--- src/csb_pkg.sv ---
// Shared constants, command codes and controller/datapath handshake types for the cursor buffer.
`timescale 1ns / 1ps

package csb_pkg;

   localparam int CSB_DEPTH  = 64;
   localparam int CSB_WORD_W = 64;
   localparam int CSB_CNT_W  = $clog2(CSB_DEPTH + 1);
   localparam int CSB_ADDR_W = $clog2(CSB_DEPTH);
   localparam int CSB_CODE_W = 4;

   typedef enum logic [CSB_CODE_W-1:0] {
      CODE_START    = 4'd0,
      CODE_END      = 4'd1,
      CODE_ADVANCE  = 4'd2,
      CODE_RETREAT  = 4'd3,
      CODE_INSERT   = 4'd4,
      CODE_ATTACH   = 4'd5,
      CODE_REMOVE   = 4'd6,
      CODE_INSFRONT = 4'd7,
      CODE_APPEND   = 4'd8,
      CODE_RMFRONT  = 4'd9,
      CODE_READIDX  = 4'd10,
      CODE_READCUR  = 4'd11
   } req_code_type;

   typedef enum logic [2:0] {
      ST_IDLE,
      ST_PLAN,
      ST_SHIFT,
      ST_FINAL,
      ST_DONE
   } ctl_state_type;

   typedef struct packed {
      logic load_req;
      logic plan_en;
      logic shift_en;
      logic final_en;
      logic rsp_load;
   } ctl_cmd_type;

   typedef struct packed {
      logic shift_busy;
      logic rsp_free;
   } dp_status_type;

endpackage

--- src/csb_controller.sv ---
// Command sequencer: accept, plan, shift loop, final access, response load.
`timescale 1ns / 1ps

module csb_controller (
   input  logic                  clock,
   input  logic                  reset,
   input  logic                  req_valid,
   output logic                  req_ready,
   input  csb_pkg::dp_status_type status,
   output csb_pkg::ctl_cmd_type   cmd
);
   import csb_pkg::*;

   ctl_state_type state_ff, state_in;

   always_ff @(posedge clock) begin
      if (reset) begin
         state_ff <= ST_IDLE;
      end else begin
         state_ff <= state_in;
      end
   end

   always_comb begin
      state_in  = state_ff;
      cmd       = '0;
      req_ready = 1'b0;
      unique case (state_ff)
         ST_IDLE: begin
            req_ready = 1'b1;
            if (req_valid) begin
               cmd.load_req = 1'b1;
               state_in     = ST_PLAN;
            end
         end
         ST_PLAN: begin
            cmd.plan_en = 1'b1;
            state_in    = ST_SHIFT;
         end
         ST_SHIFT: begin
            cmd.shift_en = 1'b1;
            // busy covers the last pending write-back as well
            if (!status.shift_busy) begin
               state_in = ST_FINAL;
            end
         end
         ST_FINAL: begin
            cmd.final_en = 1'b1;
            state_in     = ST_DONE;
         end
         ST_DONE: begin
            if (status.rsp_free) begin
               cmd.rsp_load = 1'b1;
               state_in     = ST_IDLE;
            end
         end
         default: begin
            state_in = ST_IDLE;
         end
      endcase
   end

endmodule

--- config.mk ---
export PLATFORM = sky130hd
export DESIGN_NAME = csb_controller
export DESIGN_NICKNAME = d
export VERILOG_FILES = /design/src/csb_pkg.sv /design/src/csb_controller.sv
export SDC_FILE = /design/constraint.sdc
export NUM_CORES = 1
export LEC_CHECK = 0
export BUFFER_PORTS_ARGS = -buffer_cell sky130_fd_sc_hd__buf_2
export CORE_AREA = 2 2 39 41
export CTS_BUF_LIST = sky130_fd_sc_hd__clkbuf_4
export CTS_CLUSTER_SIZE = 20
export DETAILED_ROUTE_END_ITERATION = 12
export DIE_AREA = 0 0 41 43
export PLACE_DENSITY = 0.34
export SLEW_MARGIN = 0
export SYNTH_ARGS = -nofsm -noshare
export SYNTH_HDL_FRONTEND = slang
export SYNTH_SLANG_ARGS = --single-unit
--- constraint.sdc ---
create_clock -name clock -period 2.4 [get_ports clock]
set_input_delay 0.36 -clock clock [delete_from_list [all_inputs] [get_ports clock]]
set_output_delay 0.36 -clock clock [all_outputs]
set_load 0.005 [all_outputs]
# After elaboration in Yosys (flattened, before gate mapping)

Index checks and enable logic that the tools add are counted.

Mux-type cells: 12
Reductions and logical operators: 2
Equality and inequality tests: 7

Operators by type and width:

| cell               | number |
|---|---|
| $pmux 3 s5         | 1 |
| $mux 3             | 3 |
| $mux 1             | 8 |
| $eq 3x2->1 const B | 2 |
| $ne 2x2->1 const B | 3 |
| $eq 3x1->1 const B | 1 |
| $eq 3x3->1 const B | 1 |
| $logic_not 3->1    | 1 |
| $reduce_and 3->1   | 1 |

Register bits: 3
Output and inout bits: 6

# Longest topological paths before layout

Gate-level depths: netlist of run 1.

Depth in word-level cells: 3
Gate-level depth with buffers: 3
Mapped depth without buffers: 2

# Least setup slack after synthesis of run 1

Ideal clock, no wire load.

Path type: register -> output
From: register state_ff[2]
To: output cmd[1] (netlist bit)
Data arrival time: 0.744 ns
Required time: 2.040 ns
Setup slack: 1.296 ns
Stages on the path, launching flop included: 4
Cells stage by stage: dfxtp_1 > buf_4 > and3b_1 > buf_4

RTL lines:

| what                   | RTL line             | source |
|---|---|---|
| from (decl)            | csb_controller.sv:14 | `ctl_state_type state_ff, state_in;` |
| from (signal assigned) | csb_controller.sv:20 | `state_ff <= state_in;` |
| to (decl)              | csb_controller.sv:10 | `output csb_pkg::ctl_cmd_type cmd` |

==> flow_metrics.py, run 1 <==
metrics = {
    "status": {
        "status": "finished clean",
    },
    "routing": {
        "wl_met2_um": 212,
        "ant_nets": 0,
        "wirelength_um": 450,
        "dr.pass1.iters": 2,
        "vias": 175,
        "wl_met3_um": 35,
        "drtIter0Drc": 2,
        "vias_per_cell": 3.80,
        "m1WireLength_um": 202,
        "post_drt_wl_per_cell_um": 9.78,
        "route.detailed.drc": 0,
        "top_layer": "met3",
    },
    "timing": {
        "max_slew.worst_pin.slew_ns": 0.384,
        "slew_headroom_pct": 74.4,
        "final-hold-violation-count": 0,
        "fin_setup_tns_ns": 0,
        "finalMaxSlewViolations": 0,
        "skew_ns": 0.000489,
        "fin_crit_ns": 1.50,
        "period_share_pct": 62.5,
        "finalWorstSetupSlack_ns": 0.901,
        "fmax_mhz": 667,
        "rsz0062_at_grt": "no",
        "setup_viol": 0,
    },
    "clocking": {
        "clk_path_buf_depth": 2,
        "htree_num_levels": 1,
        "clk_pin_slew_ns": 0.04,
        "clock_sinks": 3,
        "post_cts_resize_count": 0,
        "clock_latency_ns": 0.23,
        "cts_tree": "yes",
        "hold_buffers": 0,
        "numCtsBuffers": 3,
        "post_cts_buffers": 0,
        "root_buffer": "clkbuf_4",
    },
    "setup_path": {
        "start_kind": "flip-flop",
        "worstSetupPathType": "flip-flop to output pin",
        "arrival_ns": 1.14,
        "max_stage_delay_ns": 0.51,
        "crit_path_end_kind": "output pin",
        "crit_buf_inv": 1,
        "slowest_stage": "dfxtp_1",
        "critPathRequiredTime_ns": 2.04,
        "cp_top_family": "flip-flops",
        "path_cells": "nand2b_4, nor3_1, buf_2",
        "crit_fanout": 9,
    },
    "power_and_ir_drop": {
        "vdd_drop_max_mv": 0.199,
        "powerDensity_nw_per_um2": 710,
        "total_leakage_power_nw": 0.132,
    },
    "floorplan": {
        "die-area_sq_um": 1760,
        "io_pins": 11,
        "num_rows": 14,
        "start_util_pct": 16.6,
        "die_w_um": 41,
        "die_h_um": 43,
        "core_sq_um": 1380,
    },
    "placed_design": {
        "gp_congestion": 0.697,
        "place_ws_ns": 1.12,
        "hpwlAfterDp_um": 330,
        "io_buffers": 10,
    },
    "layout": {
        "multi_input_area_sq_um": 133,
        "largestRegisters": "state_ff (3)",
        "seq_area_sq_um": 60.1,
        "nFillCells": 164,
        "drive_above_1_share_pct": 60.0,
        "antenna_cells": 0,
        "final_nets": 36,
        "largest_reg_flops": 3,
        "syn2layout_area_growth_pct": 27.2,
        "top_register": "state_ff",
    },
    "global_routing": {
        "grt_max_degree": 10,
        "grt_pass1_wl_um": 724,
        "antenna_found_initial": 0,
        "gr-total-overflow": 0,
        "grt_use_total_pct": 6.62,
        "first_global_vias": 188,
    },
    "worst_hold_path": {
        "hold_path_class": "primary input to flip-flop",
    },
    "yosys": {
        "synth_nets": 25,
        "yosysWarnings": 0,
        "synth_cell_types": 13,
        "seq_area_frac_synth_pct": 26.1,
        "synth.avg_cell_area_sq_um": 11.5,
        "synth_seq_cells": 3,
        "syn-cell-area_sq_um": 230,
        "syn_inst": 20,
    },
    "run": {
        "maxCapViolations": 0,
    },
}
[per-stage QoR]
stage | cells | power [mW] | cell area (sq um) | hold slack, ns | utilization, %
6_report | 46 | 0.208 | 293 | 0.340 | 21.2
5_1_grt | 46 | 0.224 | 293 | 0.335 | 21.2
4_1_cts | 46 | 0.216 | 293 | 0.330 | 21.2
3_5_place_dp | 42 | 0.111 | 263 | 0.580 | 19.0
3_3_place_gp | 42 | 0.110 | 263 | 0.585 | 19.0
2_1_floorplan | 20 | 0.102 | 230 | 0.424 | -
[cell type report]
type,count,share of cell area [%]
Multi-Input combinational cell,13,45.3
Sequential cell,3,20.5
Clock buffer,4,10.3
Timing Repair Buffer,10,17.1
Tap cell,16,6.84
[cells in the final DEF, fill, tap and decap left out, drive strengths merged]
| master | Yosys | routed |
|---|---|---|
| nor3 | 3 | 3 |
| dfxtp | 3 | 3 |
| a2111oi | 1 | 1 |
| clkbuf | 0 | 4 |
| nand2b | 2 | 2 |
| o21ba | 1 | 1 |
| xnor2 | 1 | 1 |
| buf | 4 | 10 |
| nor3b | 2 | 2 |
| and3b | 1 | 1 |
| nor4b | 1 | 1 |
| nor4bb | 1 | 1 |
[where the power goes]
part	internal, mW	switching (mW)
combinational	0.0261	0.0147
sequential	0.0550	0.0133
clock	0.0735	0.0254
[cells in the mapped netlist]
| master | count | area [sq um] |
|---|---|---|
| nor3_1 | 3 | 15.0 |
| nor4bb_1 | 1 | 10.0 |
| xnor2_1 | 1 | 8.76 |
| a2111oi_4 | 1 | 27.5 |
| nor3b_1 | 2 | 15.0 |
| o21ba_1 | 1 | 10.0 |
| nand2b_4 | 1 | 13.8 |
| nor4b_2 | 1 | 15.0 |
| buf_4 | 2 | 15.0 |
| buf_6 | 2 | 22.5 |
| and3b_1 | 1 | 8.76 |
| dfxtp_1 | 3 | 60.1 |
| nand2b_2 | 1 | 8.76 |
[routing by layer]
metal | up-vias | track usage [%]
met4 | 0 | 8.00
li1 | 89 | -
met1 | 81 | 7.37
met5 | - | 0
met3 | 0 | 3.66
met2 | 5 | 7.50
[logic make-up (layout without fill, tap and decap cells)]
logic type | count (synthesis) | after routing | share of synthesized area (%)
XOR/XNOR | 1 | 1 | 3.81
flip-flops | 3 | 3 | 26.1
AND/OR/NAND/NOR | 10 | 10 | 37.5
buffers and inverters | 4 | 14 | 16.3
AO/OA/AOI/OAI | 2 | 2 | 16.3
[path summary, 6_finish.rpt]
check | start | endpoint | slack, ns | depth (start not counted)
hold / removal | reset | state_ff[0]$_SDFFE_PP0P_ | 0.34 | 2
setup / recovery | state_ff[1]$_SDFFE_PP0P_ | cmd[4] | 0.90 | 3
setup reg to reg | state_ff[1]$_SDFFE_PP0P_ | state_ff[0]$_SDFFE_PP0P_ | 1.34 | 2
hold reg to reg | state_ff[2]$_SDFFE_PP0P_ | state_ff[0]$_SDFFE_PP0P_ | 0.62 | 1
Note: power is estimated with default switching activity, not from simulation.
==> run 2, diff against run 1 <==
--- a/config.mk
+++ b/config.mk
@@ -5,13 +5,14 @@
 export SDC_FILE = /design/constraint.sdc
 export NUM_CORES = 1
 export LEC_CHECK = 0
+export ABC_AREA = 1
 export BUFFER_PORTS_ARGS = -buffer_cell sky130_fd_sc_hd__buf_2
 export CORE_AREA = 2 2 39 41
 export CTS_BUF_LIST = sky130_fd_sc_hd__clkbuf_4
 export CTS_CLUSTER_SIZE = 20
 export DETAILED_ROUTE_END_ITERATION = 12
 export DIE_AREA = 0 0 41 43
-export PLACE_DENSITY = 0.34
+export PLACE_DENSITY = 0.31
 export SLEW_MARGIN = 0
 export SYNTH_ARGS = -nofsm -noshare
 export SYNTH_HDL_FRONTEND = slang
==> constraint.sdc (replaced) <==
create_clock -name clock -period 1.25 [get_ports clock]
set_input_delay 0.1875 -clock clock [delete_from_list [all_inputs] [get_ports clock]]
set_output_delay 0.1875 -clock clock [all_outputs]
set_load 0.005 [all_outputs]
==> run 2 against run 1 <==
Net effect:
- combinational power grew to 2.5 times the previous value
- sequential cell count stayed put
- setup slack worse by 0.84 ns
- global-route usage is 0.90 points higher
- sequential share of layout area is 3.0 points higher
- critical path depth is 1 lower
- non-clock buffer count stayed put
- synthesized area is 24% lower
- worst hold slack worse by 0.20 ns
- synthesized cell count is 35% higher
- via count is 18% higher
- critical path type unchanged
- largest cell class unchanged
==> flow_metrics.py, run 2 <==
metrics = {
    "floorplan": {
        "die-area_sq_um": 1760,
        "core_sq_um": 1380,
        "start_util_pct": 12.7,
        "num_rows": 14,
        "die_h_um": 43,
        "io_pins": 11,
        "die_w_um": 41,
    },
    "clocking": {
        "cts_tree": "yes",
        "clock_latency_ns": 0.23,
        "htree_num_levels": 1,
        "post_cts_buffers": 0,
        "numCtsBuffers": 3,
        "clk_pin_slew_ns": 0.04,
        "root_buffer": "clkbuf_4",
        "hold_buffers": 0,
        "clk_path_buf_depth": 2,
        "clock_sinks": 3,
    },
    "layout": {
        "layout_commonest_cell": "buf_2",
        "seq_area_sq_um": 63.8,
        "drive_above_1_share_pct": 45.0,
        "top_register": "state_ff",
        "nFillCells": 167,
        "final_nets": 46,
        "final_util_pct": 19.6,
        "post_layout_nonfiller_instances": 56,
        "antenna_cells": 0,
        "final_cell_mix": "10 x buf_2, 8 x inv_1, 5 x nand3_1, 4 x clkbuf_4",
        "largestRegisters": "state_ff (3)",
        "largest_reg_flops": 3,
        "multi_input_area_sq_um": 77.6,
        "syn2layout_area_growth_pct": 55.0,
    },
    "timing": {
        "max_slew.worst_pin.slew_ns": 0.216,
        "rsz0062_at_grt": "yes",
        "fmax_mhz": 844,
        "final-hold-violation-count": 0,
        "finalWorstSetupSlack_ns": 0.0651,
        "skew_ns": 0.00325,
        "period_share_pct": 94.8,
        "fin_setup_tns_ns": 0,
        "setup_viol": 0,
        "fin_crit_ns": 1.18,
        "slew_headroom_pct": 85.4,
        "finalMaxSlewViolations": 0,
    },
    "placed_design": {
        "gp_congestion": 0.606,
        "placed_cells": 52,
        "place_ws_ns": 0.221,
        "io_buffers": 10,
        "hpwlAfterDp_um": 346,
    },
    "yosys": {
        "synth_seq_cells": 3,
        "synth_cell_types": 10,
        "synthMostInstantiatedCell": "inv_1",
        "netlist.area_leader.share_pct": 34.3,
        "yosys-top-cells-area": "dfxtp_1 34%, inv_1 17%, nand3_1 14%",
        "seq_area_frac_synth_pct": 34.3,
        "yosysTopAreaCell": "dfxtp_1",
        "synth_nets": 32,
        "syn_inst": 27,
        "synth_flop_cell": "dfxtp_1",
        "synthTopCellsByCount": "8 x inv_1, 5 x nand3_1, 3 x dfxtp_1, 3 x nor2_1",
        "synth.avg_cell_area_sq_um": 6.49,
        "syn-cell-area_sq_um": 175,
        "yosysWarnings": 0,
        "async_flop_share_pct": 0,
        "synth-edff-count": 0,
    },
    "power_and_ir_drop": {
        "total_leakage_power_nw": 0.161,
        "vdd_drop_max_mv": 0.634,
        "powerDensity_nw_per_um2": 1570,
    },
    "run": {
        "maxCapViolations": 0,
    },
    "routing": {
        "vias_per_cell": 3.68,
        "dr.pass1.iters": 3,
        "post_drt_wl_per_cell_um": 7.88,
        "ant_nets": 0,
        "wirelength_um": 441,
        "route.detailed.drc": 0,
        "vias": 206,
        "drtIter0Drc": 4,
    },
    "setup_path": {
        "crit_path_end_kind": "output pin",
        "worstSetupPathType": "flip-flop to output pin",
        "start_kind": "flip-flop",
        "critPathRequiredTime_ns": 1.06,
        "arrival_ns": 1.00,
        "crit_fanout": 5,
    },
    "global_routing": {
        "gr-total-overflow": 0,
        "grt_pass1_wl_um": 828,
        "antenna_found_initial": 0,
        "grt_max_degree": 7,
        "first_global_vias": 205,
        "grt_use_total_pct": 7.52,
    },
    "status": {
        "status": "finished clean",
    },
    "worst_hold_path": {
        "hold_path_class": "primary input to flip-flop",
    },
}
==> run 2: logic make-up (layout without fill, tap and decap cells) <==
logic type | after synthesis | in the layout | synth area share (%)
AOI/OAI and AO/OA | 2 | 2 | 5.71
DFF | 3 | 3 | 34.3
and+or+nand+nor | 13 | 13 | 38.6
buffers and inverters | 9 | 22 | 21.4
==> run 2: area by class of cell <==
type                    count  share of cell area [%]
clock buffers               4                    11.1
inverters                   8                    11.1
multi-input cells          15                    28.6
flip-flops and latches      3                    23.5
well taps                  16                    7.37
repair buffers             10                    18.4
==> run 2: worst paths after layout <==
path                                                from                  endpoint  slack, ns  cells past startpoint
worst max-delay path            state_ff[0]$_SDFFE_PP0P_                    cmd[0]       0.07                      2
worst min-delay path                               reset  state_ff[2]$_SDFFE_PP0P_       0.14                      2
worst max register to register  state_ff[2]$_SDFFE_PP0P_  state_ff[0]$_SDFFE_PP0P_       0.45                      4
worst min register to register  state_ff[1]$_SDFFE_PP0P_  state_ff[1]$_SDFFE_PP0P_       0.53                      2
==> run 2: repair_timing <==
item                       4_1_cts  5_1_grt
setup endpoints to repair        1        5
gates cloned                     0        0
pin swaps                        0        2
gates resized for setup          1        2
==> run 2: worst max-delay path, stage by stage, from the launching register on <==
cell and delay [ns]:
dfxtp_2 0.34, nor4_1 0.27, buf_2 0.16
==> run 2: per-layer routing <==
metal,track usage (%),share of wire (%),vias up
met2,8.75,44,8
met5,0,0,-
met1,9.27,45,87
li1,-,-,111
met4,2.00,0,0
met3,7.85,10,0
==> run 2: metrics by stage <==
stage | power [mW] | cell area [sq um] | hold slack, ns
final | 0.427 | 272 | 0.142
after global routing | 0.469 | 272 | 0.153
after CTS | 0.443 | 269 | 0.130
after detailed placement | 0.238 | 238 | 0.395
after global placement | 0.239 | 238 | 0.395
after floorplan | 0.194 | 175 | 0.257
==> run 2: power breakdown <==
group	internal [mW]	switching, mW	leakage [nW]
combinational	0.0492	0.0542	0.117
clock	0.141	0.0497	0.0184
sequential	0.112	0.0208	0.0258
==> run 3, diff against run 2 <==
==> constraint.sdc (replaced) <==
create_clock -name clock -period 1.25 [get_ports clock]
set_input_delay 0.1875 -clock clock [delete_from_list [all_inputs] [get_ports clock]]
set_output_delay 0.1875 -clock clock [all_outputs]
set_load 0.1 [all_outputs]
==> run 3 against run 2 <==
Net effect:
- setup slack worse by 0.12 ns
- first-iteration DRC count fell by 100%
- critical endpoint unchanged
- sequential share of layout area is 8.2 points lower
- the run now ends with negative setup slack left
- critical path type unchanged
- power increased by 95%
- clock skew rose by 0.0015 ns
- largest power group is now combinational logic
- worst hold slack got worse by 0.0043 ns
- core utilization rose by 13 points
- count of clock-buffer cells in the layout unchanged
- sequential cell count unchanged
- clock power about the same
- final cell count is 7.1% higher
==> flow_metrics.py, run 3 (synthesis gave the netlist of run 2 again) <==
metrics = {
    "clocking": {
        "numCtsBuffers": 3,
        "htree_num_levels": 1,
        "root_buffer": "clkbuf_4",
        "hold_buffers": 0,
        "clk_pin_slew_ns": 0.04,
        "clk_path_buf_depth": 2,
        "clock_latency_ns": 0.23,
        "clock_sinks": 3,
        "cts_tree": "yes",
    },
    "global_routing": {
        "first_global_vias": 240,
        "grt_max_degree": 7,
        "grt.busiest_layer": "met2",
        "grt_pass1_wl_um": 952,
        "global_route.usage.met3_pct": 6.28,
        "gr-total-overflow": 0,
        "grt_use_total_pct": 7.92,
        "met2_usage_pct": 11.3,
        "use_met1_pct": 9.90,
        "antenna_found_initial": 0,
    },
    "power_and_ir_drop": {
        "vdd_drop_max_mv": 0.869,
        "p_switching_mw": 0.394,
        "seqPwrFrac_pct": 17.2,
        "power_mw": 0.834,
        "internal_power_mw": 0.440,
        "combinationalPowerShare_pct": 60.2,
        "clkPwrFrac_pct": 22.5,
        "total_leakage_power_nw": 0.187,
        "powerDensity_nw_per_um2": 1850,
        "switching_share_pct": 47.2,
    },
    "floorplan": {
        "start_util_pct": 12.7,
        "io_pins": 11,
        "die_w_um": 41,
        "num_rows": 14,
        "die_h_um": 43,
        "die-area_sq_um": 1760,
        "core_sq_um": 1380,
    },
    "layout": {
        "drive_above_1_share_pct": 75.0,
        "post_layout_nonfiller_instances": 60,
        "syn2layout_area_growth_pct": 157,
        "largest_reg_flops": 3,
        "final_nets": 50,
        "antenna_cells": 0,
        "top_register": "state_ff",
        "final_cell_mix": "6 x buf_12, 4 x nand3_1, 4 x clkbuf_4, 4 x buf_2, 4 x buf_4",
        "layout_commonest_cell": "buf_12",
        "largestRegisters": "state_ff (3)",
    },
    "timing": {
        "slew_headroom_pct": 82.9,
        "fin_setup_tns_ns": -0.173,
        "fmax_mhz": 764,
        "max_slew.worst_pin.slew_ns": 0.254,
        "setup_viol": 4,
        "finalWorstSetupSlack_ns": -0.0593,
        "skew_ns": 0.00479,
        "timing.hold.ws_ns": 0.138,
        "fin_crit_ns": 1.31,
        "rsz0062_at_grt": "yes",
        "period_share_pct": 105,
        "final-hold-violation-count": 0,
        "finalMaxSlewViolations": 0,
    },
    "status": {
        "violations": "negative setup slack",
        "status": "finished, violations left",
    },
    "setup_path": {
        "reg2regPathDepth": 6,
        "arrival_ns": 1.12,
        "start_kind": "flip-flop",
        "crit_path_end_kind": "output pin",
        "critPathRequiredTime_ns": 1.06,
        "crit_fanout": 5,
        "worstSetupPathType": "flip-flop to output pin",
    },
    "routing": {
        "ant_nets": 0,
        "post_drt_wl_per_cell_um": 9.00,
        "route.detailed.drc": 0,
        "wirelength_um": 540,
        "dr.pass1.iters": 1,
        "vias_per_cell": 3.92,
        "drtIter0Drc": 0,
        "vias": 235,
    },
    "placed_design": {
        "placed_cells": 52,
        "hpwlAfterDp_um": 372,
        "io_buffers": 10,
        "gp_congestion": 0.713,
        "place_ws_ns": 0.134,
    },
    "run": {
        "maxCapViolations": 0,
    },
    "worst_hold_path": {
        "hold_path_class": "primary input to flip-flop",
        "holdPathStages": 2,
    },
}
==> run 3: cell count changes in the layout (fill, tap and decap cells not counted), sizes merged <==
cell | previous run | this run
inv | 8 | 5
clkinvlp | 0 | 3
buf | 10 | 14
==> run 3: timing repair <==
item                                    4_1_cts  5_1_grt
endpoints found under the setup margin        6        6
setup buffers                                 2        2
gates resized for setup                       8        2
pin swaps                                     1        2
==> run 3: critical path: stages, from the launching register on <==
cell     delay (ns)
dfxtp_4        0.36
nor4_4         0.32
buf_12         0.21
==> run 3: layout make-up <==
type / count / area (sq um)
fill: 149 / 933
clock buffer: 4 / 30.0
timing repair buffer: 14 / 170
tap: 16 / 20.0
sequential: 3 / 68.8
multi-input combinational: 15 / 115
inverter: 8 / 46.3
==> run 3: worst paths after layout <==
| check | slack [ns] | startpoint | endpoint |
|---|---|---|---|
| setup / recovery | -0.06 | state_ff[0]$_SDFFE_PP0P_ | cmd[0] |
| hold / removal | 0.14 | reset | state_ff[2]$_SDFFE_PP0P_ |
| setup reg to reg | 0.21 | state_ff[0]$_SDFFE_PP0P_ | state_ff[0]$_SDFFE_PP0P_ |
| hold reg to reg | 0.56 | state_ff[2]$_SDFFE_PP0P_ | state_ff[2]$_SDFFE_PP0P_ |
==> run 3: stage by stage <==
stage / utilization, % / cell area, sq um
floorplan: - / 215
global placement: 26.6 / 368
detailed placement: 26.6 / 368
CTS: 31.1 / 430
global route: 32.5 / 450
finish: 32.5 / 450
==> run 3: routing by layer <==
layer | part of all wire (%) | vias to the layer above
met2 | 54 | 8
met4 | 0 | 0
met1 | 38 | 109
li1 | - | 118
met3 | 8.1 | 0
met5 | 0 | -
==> run 3: power by group through the flow <==
stage	Combinational, mW	Sequential (mW)	Clock, mW
floorplan	0.310	0.134	0
global placement	0.456	0.139	0
detailed placement	0.457	0.138	0
CTS	0.489	0.142	0.194
global route	0.523	0.146	0.206
finish	0.503	0.144	0.188
